--- config.mk ---
export PLATFORM = sky130hd
export DESIGN_NAME = sadf_front
export DESIGN_NICKNAME = d
export VERILOG_FILES = /design/src/sv/assert_macros.svh /design/src/sv/sadf_pkg.sv /design/src/sv/sadf_front.sv
export SDC_FILE = /design/constraint.sdc
export NUM_CORES = 1
export LEC_CHECK = 0
export BUFFER_PORTS_ARGS = -buffer_cell sky130_fd_sc_hd__buf_2
export CAP_MARGIN = 20
export CORE_ASPECT_RATIO = 0.7
export CORE_MARGIN = 1
export CORE_UTILIZATION = 51
export DETAILED_ROUTE_END_ITERATION = 10
export PLACE_DENSITY = 0.9
export SYNTH_ARGS = -nofsm -noshare
export SYNTH_HDL_FRONTEND = slang
export SYNTH_SLANG_ARGS = --single-unit
--- constraint.sdc ---
create_clock -name vclk -period 3.5
set_clock_uncertainty 0.05 [all_clocks]
set_input_delay 0.35 -clock vclk [all_inputs]
set_output_delay 0.35 -clock vclk [all_outputs]
set_load 0.05 [all_outputs]
--- src/sv/assert_macros.svh ---
// Assertion helpers shared by the RTL.
`ifndef ASSERT_MACROS_SVH
`define ASSERT_MACROS_SVH

// Check a property on every rising clock edge, off while reset is high.
`define ASSERT_CLK(label, clk, rst, prop, msg) \
   label: assert property (@(posedge clk) disable iff (rst) prop) else $error(msg);

// Check a property on every rising clock edge, reset included.
`define ASSERT_ALWAYS(label, clk, prop, msg) \
   label: assert property (@(posedge clk) prop) else $error(msg);

`endif

--- src/sv/sadf_pkg.sv ---
package sadf_pkg;

   // register indexes on the csr port
   localparam logic [2:0] REG_RADIUS_ZERO    = 3'd0;
   localparam logic [2:0] REG_INV_TAN_PITCH  = 3'd1;
   localparam logic [2:0] REG_PHASE_ZERO     = 3'd2;
   localparam logic [2:0] REG_ARM_COUNT      = 3'd3;
   localparam logic [2:0] REG_PERTURB_WEIGHT = 3'd4;
   localparam logic [2:0] REG_NORM_CONST     = 3'd5;
   localparam logic [2:0] REG_RATIO_INDEX    = 3'd6;

   localparam int LOG_FRAC_BITS = 16;
   localparam logic [31:0] LN2_OVER_2PI_Q32 = 32'd473811343;
   localparam logic [31:0] PI_Q30 = 32'd3373259426;
   localparam logic [30:0] ONE_Q30 = 31'h4000_0000;
   localparam logic [18:0] RESULT_MAX = 19'h7FFFF;
   localparam logic [16:0] WEIGHT_ONE = 17'h10000;

   // Taylor divisors of the sine polynomial and floor(2^32/c)
   localparam int POLY_TERMS = 5;
   localparam logic [6:0] POLY_DIV [POLY_TERMS] = '{7'd110, 7'd72, 7'd42, 7'd20, 7'd6};
   localparam logic [31:0] POLY_RECIP [POLY_TERMS] =
      '{32'd39045157, 32'd59652323, 32'd102261126, 32'd214748364, 32'd715827882};

   typedef struct packed {
      logic [31:0] r_mant;
      logic [4:0]  r_k;
      logic [31:0] z_mant;
      logic [4:0]  z_k;
      logic [15:0] azimuth;
   } item_type;

   typedef struct packed {
      logic [23:0] inv_tan_pitch;
      logic [15:0] phase_zero;
      logic [4:0]  arms;
      logic [16:0] weight;
      logic [18:0] norm_const;
      logic [4:0]  power;
   } cfg_type;

   // floor(2^30 / m), quarter turn shared among the arms
   function automatic logic [31:0] arm_offset(input logic [4:0] m);
      logic [31:0] r;
      unique case (m)
         5'd2:  r = 32'd536870912;
         5'd3:  r = 32'd357913941;
         5'd4:  r = 32'd268435456;
         5'd5:  r = 32'd214748364;
         5'd6:  r = 32'd178956970;
         5'd7:  r = 32'd153391689;
         5'd8:  r = 32'd134217728;
         5'd9:  r = 32'd119304647;
         5'd10: r = 32'd107374182;
         5'd11: r = 32'd97612893;
         5'd12: r = 32'd89478485;
         5'd13: r = 32'd82595524;
         5'd14: r = 32'd76695844;
         5'd15: r = 32'd71582788;
         5'd16: r = 32'd67108864;
         5'd17: r = 32'd63161283;
         5'd18: r = 32'd59652323;
         5'd19: r = 32'd56512727;
         5'd20: r = 32'd53687091;
         5'd21: r = 32'd51130563;
         5'd22: r = 32'd48806446;
         5'd23: r = 32'd46684427;
         5'd24: r = 32'd44739242;
         5'd25: r = 32'd42949672;
         5'd26: r = 32'd41297762;
         5'd27: r = 32'd39768215;
         5'd28: r = 32'd38347922;
         5'd29: r = 32'd37025580;
         5'd30: r = 32'd35791394;
         5'd31: r = 32'd34636833;
         default: r = 32'd1073741824;
      endcase
      return r;
   endfunction

endpackage

--- src/sv/sadf_front.sv ---
module sadf_front
   import sadf_pkg::*;
(
   input  logic        req_valid,
   output logic        req_ready,
   input  logic [31:0] req_radius,
   input  logic [15:0] req_azimuth,
   input  logic [31:0] radius_zero,
   input  logic        q_full,
   output logic        q_push,
   output item_type    q_item
);

   // normalize to Q1.31 mantissa and top-bit index; zero counts as one LSB
   function automatic logic [36:0] normalize(input logic [31:0] v);
      logic [31:0] vv;
      logic [4:0]  k;
      vv = (v == 32'd0) ? 32'd1 : v;
      k = 5'd0;
      for (int i = 0; i < 32; i++) begin
         if (vv[i]) k = 5'(i);
      end
      return {vv << (5'd31 - k), k};
   endfunction

   always_comb begin
      {q_item.r_mant, q_item.r_k} = normalize(req_radius);
      {q_item.z_mant, q_item.z_k} = normalize(radius_zero);
      q_item.azimuth = req_azimuth;
   end

   assign req_ready = !q_full;
   assign q_push = req_valid && !q_full;

endmodule

# == Yosys cells after proc, flatten, opt, wreduce, memory -nomap -nowiden ==
# Index checks and enable logic that the tools add are counted.
# classes
muxes,64
shifts,2
n_reduce_logical,4
addsub,2
# op_table
operator,count
2-to-1 mux 5 bit,60
logical NOT 32 bit,2
2-to-1 mux 32 bit,2
left shift 32 x 5 -> 32 bit,2
subtractor 5 bit (first input constant),2
2-to-1 mux 1 bit,2
logical AND 1 bit,1
logical NOT 1 bit,1
# totals
input_bits,82
ff_bits,0

# == Logic depth before layout (Yosys ltp) ==
# depth
ltp_word,35
mapped_depth,12

# == Worst setup path after synthesis ==
# OpenSTA, ideal clock, no wires.
# synth_path
path_type,input to output
start,input port req_radius[11]
end,output port q_item[72] (netlist bit)
setup_slack_ps,-577
path_stages,10
path_buffers,2
arrival_ps,3677
cell_sequence,clkbuf_1 > or4_1 > o21ai_0 > a21o_1 > and2_1 > nor2_2 > inv_1 > clkbuf_1 > a21oi_1 > a211oi_1
# synth_rtl
item,line_no,text
from (decl),sadf_front.sv:6,"input logic [31:0] req_radius,"
to (decl),sadf_front.sv:11,output item_type q_item

==> metrics.yaml <==
status:
  status: "finished, final reports clean"
yosys:
  synth_top_area_frac: 0.190
  synth_seq_area_share: 0
  synthTopCellsByArea: "mux2i_1 (19%), nor2_1 (6.3%), a21oi_1 (5.7%)"
  synth.distinct_cells: 77
  ys_warn_count: 0
  synth_cells: 609
  postSynthAreaPerCell_um2: 6.75
  yosysMostFrequentCell: "mux2i_1"
  yosys.area.top_type: "mux2i_1"
  synth_area_mm2: 0.00411
  ys_top_cells_by_count: "mux2i_1 (78), nor2_1 (69), a21oi_1 (47)"
place:
  placed_cell_area_mm2: 0.00540
  numPortBuffers: 140
  dp_hpwl_um: 15400
  place_congestion: 1.15
die:
  die_area_mm2: 0.00843
  rows: 26
  core_area_mm2: 0.00755
  initial_core_util: 0.545
  io_pins: 174
  die_w_um: 109
  die_h_um: 77.1
pwr:
  p_seq_frac: 0
  p_sw_uw: 898
  ir_worst_vdd_mv: 0.191
  swShare: 0.680
  power_density_mw_per_mm2: 235
  p_leak_uw: 0.00252
  intPower_uw: 423
  p_comb_frac: 1.000
  clkPwrFrac: 0
  power_uw: 1320
critical_path:
  crit_arrival_ns: 3.09
  critPathKind: "input port to output port"
  start_kind: "input port"
  cp.required_ns: 3.10
  critPathCaptureType: "output port"
  cp_max_fo: 10
detailed_routing:
  vias_per_cell: 6.97
  drt_pass1_iterations: 5
  wl_per_cell_um: 21.6
  vias: 6149
  antenna_left: 0
  drt_first_iter_violations: 884
  wirelength_um: 19100
  post-route-drc-count: 0
flow_run:
  drv_cap: 0
final_layout:
  fillers: 626
  regArea_um2: 0
  nClkBuffers: 0
  multi_input_area_mm2: 0.00397
  drive_gt1_frac: 0.422
  syn2layout_area_growth_pct: 36.7
  diodes: 0
  finalInstanceArea_mm2: 0.00562
  seq_cell_count: 0
  final_nets: 868
global_routing:
  overflow: 0
  grt_pass1_vias: 5314
  grt.total_usage: 0.431
  grt_max_degree: 22
  grt_pass1_wl_um: 28400
  antenna_found_initial: 0
timing:
  tightest_slew_ns: 0.535
  finalHoldViolCount: 0
  fmaxAchievable_mhz: 287
  finalSetupViolCount: 0
  fin_crit_sh: 0.997
  slew_headroom: 0.640
  rsz0062_at_grt: "true"
  slew_violations: 0
  fin_crit_ns: 3.49
worst_hold_path:
  worstHoldPathType: "input port to output port"
==> cells in the final DEF, fill, tap and decap left out, types with 5 or more instances in the layout <==
master	Yosys	layout
and2_1	12	12
nor3_1	27	25
inv_1	16	14
nor4_1	16	12
a21oi_1	47	42
a211oi_2	4	10
nor2_1	69	65
a211oi_1	22	15
a221oi_2	6	7
nor2b_1	5	5
inv_2	5	6
o22ai_1	11	10
a22oi_1	24	22
buf_4	21	95
mux2i_1	78	66
clkbuf_4	0	9
o21ai_0	20	19
nor4_2	2	6
nor2_4	4	7
mux2i_2	0	11
nand3_1	13	13
o21ai_1	5	5
nand2_1	44	43
o211ai_1	6	6
a21oi_2	1	6
buf_2	12	124
mux2_2	9	9
a21o_1	7	7
==> what timing repair did <==
item	in CTS	in global routing
resized for setup	9	50
endpoints found under the hold margin	0	0
cloned	0	0
pin swaps	0	4
hold buffers	0	0
setup buffers	0	3
endpoints found under the setup margin	13	42
==> stage by stage <==
step	hold slack, ns	worst slack, ns	util	cells	TNS, ns
6_report	0.650	0.00973	0.745	882	0
5_1_grt	0.650	-0.0686	0.745	882	-0.343
4_1_cts	0.651	0.000860	0.718	879	0
3_5_place_dp	0.651	-0.180	0.715	879	-1.26
3_3_place_gp	0.651	-0.240	0.715	879	-1.00
2_1_floorplan	0.817	-0.190	-	610	-1.30
==> power groups by stage <==
| stage | clock [uW] | sequential (uW) | combinational [uW] |
|---|---|---|---|
| detailed placement | 0 | 0 | 1240 |
| CTS | 0 | 0 | 1250 |
| finish | 0 | 0 | 1320 |
| floorplan | 0 | 0 | 917 |
| global placement | 0 | 0 | 1220 |
| global route | 0 | 0 | 1370 |
==> layer usage <==
layer  vias up  track usage  wire length (um)  share of wire
met5         -            0                 0              0
met4         0       0.0547               345          0.018
met3        51        0.175              3320           0.17
met2       526        0.574              7330           0.38
met1      2862        0.645              8100           0.42
li1       2710            -                 -              -
==> path summary, 6_finish.rpt <==
check | from | end | cells past startpoint
setup / recovery | radius_zero[10] | q_item[34] | 14
hold / removal | req_azimuth[12] | q_item[12] | 0
==> final cells by class <==
class              instances  share of cell area
repair buffers           230               0.255
multi-input cells        531               0.706
well taps                 98              0.0218
inverters                 23              0.0171
==> worst max-delay path, stage by stage <==
cell and delay [ns]:
buf_2 0.13, buf_4 0.14, or4_4 0.49, o21ai_2 0.15, a21boi_1 0.08, o21a_1 0.23
buf_4 0.20, nor2_4 0.16, buf_4 0.19, o21ai_0 0.11, o221ai_1 0.18, nor2_1 0.07
a211oi_1 0.28, clkbuf_4 0.30
==> cells by family (layout without fill, tap and decap cells) <==
family,Yosys count,after routing,share of synthesized area
AND/OR/NAND/NOR,217,217,0.263
multiplexers,92,92,0.239
other,1,2,0.000912
buffers and inverters,79,253,0.104
AO/OA/AOI/OAI,220,220,0.393
(Power assumes the default switching activity.)
