==> config.mk <==
export PLATFORM = sky130hd
export DESIGN_NAME = sadf_queue
export DESIGN_NICKNAME = d
export VERILOG_FILES = /design/src/sv/sadf_pkg.sv /design/src/sv/sadf_queue.sv
export VERILOG_INCLUDE_DIRS = /design/src /design/src/sv
export SDC_FILE = /design/constraint.sdc
export NUM_CORES = 1
export LEC_CHECK = 0
export ABC_CLOCK_PERIOD_IN_PS = 3400
export BUFFER_PORTS_ARGS = -buffer_cell sky130_fd_sc_hd__buf_2
export CAP_MARGIN = 20
export CORE_UTILIZATION = 47
export DETAILED_ROUTE_END_ITERATION = 6
export PLACE_DENSITY = 0.76
export SETUP_SLACK_MARGIN = 0.15
export SLEW_MARGIN = 40
export SYNTH_ARGS = -nofsm -noshare
export SYNTH_HDL_FRONTEND = slang
export SYNTH_SLANG_ARGS = --single-unit
==> constraint.sdc <==
create_clock -name clock -period 3.4 [get_ports clock]
set_clock_uncertainty 0.2 [all_clocks]
set_input_delay 0.17 -clock clock [delete_from_list [all_inputs] [get_ports clock]]
set_output_delay 0.17 -clock clock [all_outputs]
set_load 0.02 [all_outputs]
==> src/sv/assert_macros.svh <==
// Assertion helpers shared by the RTL.
`ifndef ASSERT_MACROS_SVH
`define ASSERT_MACROS_SVH

// Check a property on every rising clock edge, off while reset is high.
`define ASSERT_CLK(label, clk, rst, prop, msg) \
   label: assert property (@(posedge clk) disable iff (rst) prop) else $error(msg);

// Check a property on every rising clock edge, reset included.
`define ASSERT_ALWAYS(label, clk, prop, msg) \
   label: assert property (@(posedge clk) prop) else $error(msg);

`endif

==> src/sv/sadf_pkg.sv <==
package sadf_pkg;

   // register indexes on the csr port
   localparam logic [2:0] REG_RADIUS_ZERO    = 3'd0;
   localparam logic [2:0] REG_INV_TAN_PITCH  = 3'd1;
   localparam logic [2:0] REG_PHASE_ZERO     = 3'd2;
   localparam logic [2:0] REG_ARM_COUNT      = 3'd3;
   localparam logic [2:0] REG_PERTURB_WEIGHT = 3'd4;
   localparam logic [2:0] REG_NORM_CONST     = 3'd5;
   localparam logic [2:0] REG_RATIO_INDEX    = 3'd6;

   localparam int LOG_FRAC_BITS = 16;
   localparam logic [31:0] LN2_OVER_2PI_Q32 = 32'd473811343;
   localparam logic [31:0] PI_Q30 = 32'd3373259426;
   localparam logic [30:0] ONE_Q30 = 31'h4000_0000;
   localparam logic [18:0] RESULT_MAX = 19'h7FFFF;
   localparam logic [16:0] WEIGHT_ONE = 17'h10000;

   // Taylor divisors of the sine polynomial and floor(2^32/c)
   localparam int POLY_TERMS = 5;
   localparam logic [6:0] POLY_DIV [POLY_TERMS] = '{7'd110, 7'd72, 7'd42, 7'd20, 7'd6};
   localparam logic [31:0] POLY_RECIP [POLY_TERMS] =
      '{32'd39045157, 32'd59652323, 32'd102261126, 32'd214748364, 32'd715827882};

   typedef struct packed {
      logic [31:0] r_mant;
      logic [4:0]  r_k;
      logic [31:0] z_mant;
      logic [4:0]  z_k;
      logic [15:0] azimuth;
   } item_type;

   typedef struct packed {
      logic [23:0] inv_tan_pitch;
      logic [15:0] phase_zero;
      logic [4:0]  arms;
      logic [16:0] weight;
      logic [18:0] norm_const;
      logic [4:0]  power;
   } cfg_type;

   // floor(2^30 / m), quarter turn shared among the arms
   function automatic logic [31:0] arm_offset(input logic [4:0] m);
      logic [31:0] r;
      unique case (m)
         5'd2:  r = 32'd536870912;
         5'd3:  r = 32'd357913941;
         5'd4:  r = 32'd268435456;
         5'd5:  r = 32'd214748364;
         5'd6:  r = 32'd178956970;
         5'd7:  r = 32'd153391689;
         5'd8:  r = 32'd134217728;
         5'd9:  r = 32'd119304647;
         5'd10: r = 32'd107374182;
         5'd11: r = 32'd97612893;
         5'd12: r = 32'd89478485;
         5'd13: r = 32'd82595524;
         5'd14: r = 32'd76695844;
         5'd15: r = 32'd71582788;
         5'd16: r = 32'd67108864;
         5'd17: r = 32'd63161283;
         5'd18: r = 32'd59652323;
         5'd19: r = 32'd56512727;
         5'd20: r = 32'd53687091;
         5'd21: r = 32'd51130563;
         5'd22: r = 32'd48806446;
         5'd23: r = 32'd46684427;
         5'd24: r = 32'd44739242;
         5'd25: r = 32'd42949672;
         5'd26: r = 32'd41297762;
         5'd27: r = 32'd39768215;
         5'd28: r = 32'd38347922;
         5'd29: r = 32'd37025580;
         5'd30: r = 32'd35791394;
         5'd31: r = 32'd34636833;
         default: r = 32'd1073741824;
      endcase
      return r;
   endfunction

endpackage

==> src/sv/sadf_queue.sv <==
module sadf_queue
   import sadf_pkg::*;
(
   input  logic     clock,
   input  logic     reset,
   input  logic     push,
   input  item_type wr_data,
   output logic     full,
   input  logic     pop,
   output logic     empty,
   output item_type rd_data
);

   item_type   ent_ff [2];
   logic       wr_ptr_ff, wr_ptr_in;
   logic       rd_ptr_ff, rd_ptr_in;
   logic [1:0] count_ff, count_in;
   logic       push_ok, pop_ok;

   assign full = (count_ff == 2'd2);
   assign empty = (count_ff == 2'd0);
   assign push_ok = push && !full;
   assign pop_ok = pop && !empty;
   assign rd_data = ent_ff[rd_ptr_ff];

   always_comb begin
      wr_ptr_in = push_ok ? !wr_ptr_ff : wr_ptr_ff;
      rd_ptr_in = pop_ok ? !rd_ptr_ff : rd_ptr_ff;
      count_in = count_ff + {1'b0, push_ok} - {1'b0, pop_ok};
   end

   always_ff @(posedge clock) begin
      if (reset) begin
         wr_ptr_ff <= 1'b0;
         rd_ptr_ff <= 1'b0;
         count_ff <= 2'd0;
      end else begin
         wr_ptr_ff <= wr_ptr_in;
         rd_ptr_ff <= rd_ptr_in;
         count_ff <= count_in;
      end
   end

   always_ff @(posedge clock) begin
      if (push_ok) ent_ff[wr_ptr_ff] <= wr_data;
   end

`include "assert_macros.svh"
   `ASSERT_CLK(a_count_up, clock, reset, (push_ok && !pop_ok) |=> count_ff == $past(count_ff) + 2'd1, "queue count did not advance on push")
   `ASSERT_CLK(a_head_hold, clock, reset, (!empty && !pop_ok) |=> rd_data == $past(rd_data), "queue head changed without pop")

endmodule

======== Word-level counts from Yosys, hierarchy flattened ========
Memory sizes are Yosys's and may differ from the RTL's. A register that Yosys moved wholly into a read port is not among the register bits.
Index checks and enable logic that the tools add are counted.
storage, ports and cells
  bits in registers ....................... 4
  memory bits (writable) .................. 180
  word-level logic and storage cells ...... 18
  memories kept ........................... 1
operators by class
  add/subtract/negate cells ............... 2
  eq/ne operators ......................... 1
  mux-type cells .......................... 4
  reduce and logical (&&, ||, !) cells .... 7
memories
  name    depth  bits a word  read ports  clocked after memory_dff  write ports  RTL line          text
  ent_ff  2      90           1           1                         1            sadf_queue.sv:14  item_type ent_ff [2];
operators by type and width
  operator                                     count
  1-bit logical NOT                            4
  1-bit 2-to-1 mux                             4
  2-bit by 1-bit adder with 2-bit output       1
  2-bit == test (second input constant)        1
  1-bit logical AND                            2
  2-bit logical NOT                            1
  2-bit by 1-bit subtractor with 2-bit output  1

======== Longest topological paths before layout ========
  depth after elaboration ................. 5
  depth in mapped cells ................... 8
  depth with buffers taken out ............ 8

======== Worst setup path after synthesis ========
No wires, ideal clock.
  path kind ............................... reg2reg
  start ................................... reg count_ff[0]
  end ..................................... mem ent_ff[0][0] (netlist name) (enable)
  setup time .............................. 0.444 ns
  arrival time ............................ 2.640 ns
  data required time ...................... 2.756 ns
  slack ................................... 0.117 ns
  stages on the path, launching flop included .. 5
  buffers on the path ..................... 0
  path through ............................ dfxtp_1 > nand2b_2 > inv_2 > or3_1 > inv_1
between the ends
  word-level cells in the longest chain between the ends .. 5
RTL lines
  item                                    RTL line          text
  from (decl)                             sadf_queue.sv:17  logic [1:0] count_ff, count_in;
  from (signal assigned)                  sadf_queue.sv:40  count_ff <= count_in;
  2-bit == test                           sadf_queue.sv:20  assign full = (count_ff == 2'd2);
  net full                                sadf_queue.sv:8   output logic full,
  1-bit logical NOT                       sadf_queue.sv:22  assign push_ok = push && !full;
  1-bit logical AND                       sadf_queue.sv:22
  1-bit 2-to-1 mux                        sadf_queue.sv:45  if (push_ok) ent_ff[wr_ptr_ff] <= wr_data;
  1-bit 2-to-1 mux (implied by the code)  sadf_queue.sv:45
  to (decl)                               sadf_queue.sv:14
The timed path passes the listed nets, and every way through them passes these cells.

==> flow_summary.json <==
{
  "crit_arrival_ns": 2.03,
  "io-pin-count": 186,
  "dpl.hpwl_um": 7460,
  "root_buffer": "clkbuf_16",
  "crit_type": "reg2out",
  "rsz0062_at_grt": "no",
  "place_area_um2": 7870,
  "comb_power_share_pct": 28.0,
  "overflow": 0,
  "p_per_area_nw_per_um2": 737,
  "floorplan.core_area_um2": 13900,
  "cts_resized": 0,
  "nFillCells": 903,
  "drtIter0Drc": 163,
  "antenna_found_initial": 0,
  "postLayoutCellArea_um2": 9400,
  "final_core_util_pct": 67.4,
  "synth_top_family_by_area": "multiplexers",
  "synth_top_flop_cell": "edfxtp_1",
  "ant_nets": 0,
  "swShare_pct": 29.5,
  "grt_pass1_vias": 4038,
  "syn_avg_cell_area_um2": 21.9,
  "cpMaxStageDelayCell": "dfxtp_4",
  "cts_tree": "done",
  "post-route-period-util_pct": 70.7,
  "fin_crit_ns": 2.40,
  "path_clk_slew_ns": 0.06,
  "synth_cells": 307,
  "synth_seq_cells": 185,
  "drv_slew": 0,
  "muxShareOfSynthArea_pct": 15.1,
  "numCtsBuffers": 17,
  "ys_warn_count": 0,
  "drc": 0,
  "synth_edf_count": 180,
  "dieArea_um2": 14800,
  "status": "complete, no violations",
  "hold_class": "in2reg",
  "clock.fmax_ghz": 0.416,
  "seqPwrFrac_pct": 44.2,
  "cts.sink_count": 185,
  "cp_cell_sequence": "buf_12, mux2_2, buf_2",
  "async_reset_ff_share_pct": 0,
  "path_max_fanout": 50,
  "drive_gt1_share_pct": 51.0,
  "maxSlewHeadroom_pct": 50.0,
  "finalWirelength_um": 12800,
  "avgViaCountPerCell": 4.79,
  "io_buffers": 185,
  "yosysMostFrequentCell": "edfxtp_1",
  "die_w_um": 122,
  "final_net_count": 695,
  "start_util_pct": 48.3,
  "std_cell_rows": 43,
  "syn2layout_area_growth_pct": 39.7,
  "track_usage_pct": 17.8,
  "ir_drop_uv": 424,
  "hold_viol": 0,
  "yosysTopAreaCell": "edfxtp_1",
  "die_height_um": 122,
  "hold_path_depth": 2,
  "dr.pass1.iters": 4,
  "clkPwrFrac_pct": 27.8,
  "grt_pass1_wl_um": 19300,
  "crit_path_end_kind": "output port",
  "clk_path_buf_depth": 2,
  "synth-simple-area-share_pct": 0.874,
  "yosysSeqAreaShare_pct": 81.9,
  "wl_per_cell_um": 16.2,
  "worst_pin_slew_ns": 0.749,
  "p_leak_uw": 0.00355,
  "diodes": 0,
  "p_switching_uw": 2050,
  "grt_max_degree": 58,
  "synth_fa_ha_area_share_pct": 0.372,
  "rr_worst_depth": 5,
  "finalPower_uw": 6930,
  "finalSetupTns_ns": 0,
  "synth_fp_nets": 403,
  "setup_viol": 0,
  "vias": 3793,
  "place.gp.congestion": 0.711,
  "max-cap-violations": 0,
  "synth_cell_types": 21,
  "startpoint_type": "register",
  "synth_common_cells": "edfxtp_1, mux2_2, buf_4, dfxtp_1, nor2_1",
  "critPathMaxStageDelay_ns": 0.70,
  "internal_power_uw": 4880,
  "synth-compound-area-share_pct": 0.260,
  "synth_top_area_share_pct": 80.4,
  "synth.area.top_cells": "edfxtp_1, mux2_2, dfxtp_1, buf_4, ha_1",
  "clk_latency_ns": 0.42,
  "synth_xor_area_share_pct": 0.260,
  "synth_area_um2": 6730,
  "crit_required_ns": 3.03,
  "htreeDepth": 4
}
per-layer routing:
metal | vias up | wire (µm) | track usage (%)
met5 | - | 0 | 0
met4 | 0 | 344 | 8.64
met3 | 26 | 641 | 5.15
met2 | 134 | 6770 | 32.1
met1 | 1843 | 5050 | 19.1
li1 | 1790 | - | -
cell usage in the layout (no fill, tap or decap):
master	instances
o21a_1	1
nand2_1	1
dfxtp_1	4
nor2b_1	1
clkinv_1	3
clkbuf_16	17
clkinv_4	2
buf_2	185
clkbuf_1	1
buf_4	2
bufinv_16	3
dlygate4sd3_1	94
mux2_2	90
ha_1	2
and3_4	1
clkinvlp_4	4
dfxtp_4	1
nor2_1	4
xnor2_1	1
xor2_1	1
edfxtp_1	180
or3_1	1
buf_12	2
clkinv_2	3
nand2b_2	1
and2_1	1
o21ai_0	1
nor3_1	1
inv_2	1
a21oi_1	1
inv_1	2
final timing paths:
path	from	endpoint	slack, ns
worst min register to register	rd_ptr_ff	rd_ptr_ff	0.32
worst min-delay path	wr_data[59]	ent_ff[0][59]	0.27
worst max-delay path	register	rd_data[41]	1.0
worst max register to register	count_ff[0]	ent_ff[0][32]	1.15
critical path, delay by kind of cell, from the launching register on:
family,cells,cell delay [ns]
DFF,1,0.70
buffers and inverters,2,0.51
muxes,1,0.38
through the flow:
step | cells | worst slack (ns) | hold WS [ns]
final | 792 | 0.997 | 0.270
after global routing | 792 | 0.882 | 0.257
after CTS | 792 | 0.925 | 0.248
after detailed placement | 666 | 1.15 | 0.162
after global placement | 666 | 1.23 | 0.158
after floorplan | 307 | 0.713 | 0.0391
area by class of cell:
| class | instances | area (µm²) | area share, % |
|---|---|---|---|
| inverters | 4 | 18.8 | 0.200 |
| well taps | 180 | 225 | 2.40 |
| clock buffers | 18 | 429 | 4.57 |
| clock inverters | 14 | 156 | 1.66 |
| multi-input cells | 108 | 1140 | 12.1 |
| flip-flops and latches | 185 | 5510 | 58.6 |
| repair buffers | 283 | 1920 | 20.5 |
cells by family (layout without fill, tap and decap cells):
group | count (synthesis) | count (layout)
AOI/OAI and AO/OA | 3 | 3
and+or+nand+nor | 11 | 11
xor gates and xnor gates | 2 | 2
buffers and inverters | 14 | 319
muxes | 90 | 90
adders and majority gates | 2 | 2
DFF | 185 | 185
power groups by stage:
stage	Combinational, µW	Clock, µW	Sequential (µW)
floorplan	1360	0	3020
global placement	1830	0	3090
detailed placement	1850	0	3110
CTS	1950	1960	3070
global route	2070	2050	3090
finish	1940	1930	3060
flip-flops by register name, indices dropped and copies added, names as in the netlist, named ones only:
signal and count:
ent_ff 180, count_ff 2, rd_ptr_ff 1, wr_ptr_ff 1
what timing repair did:
item | in CTS | in global routing
buffers inserted | 0 | 0
hold endpoints to repair | 185 | 0
hold buffers | 94 | 0
Power figures use the tool's default switching activity.
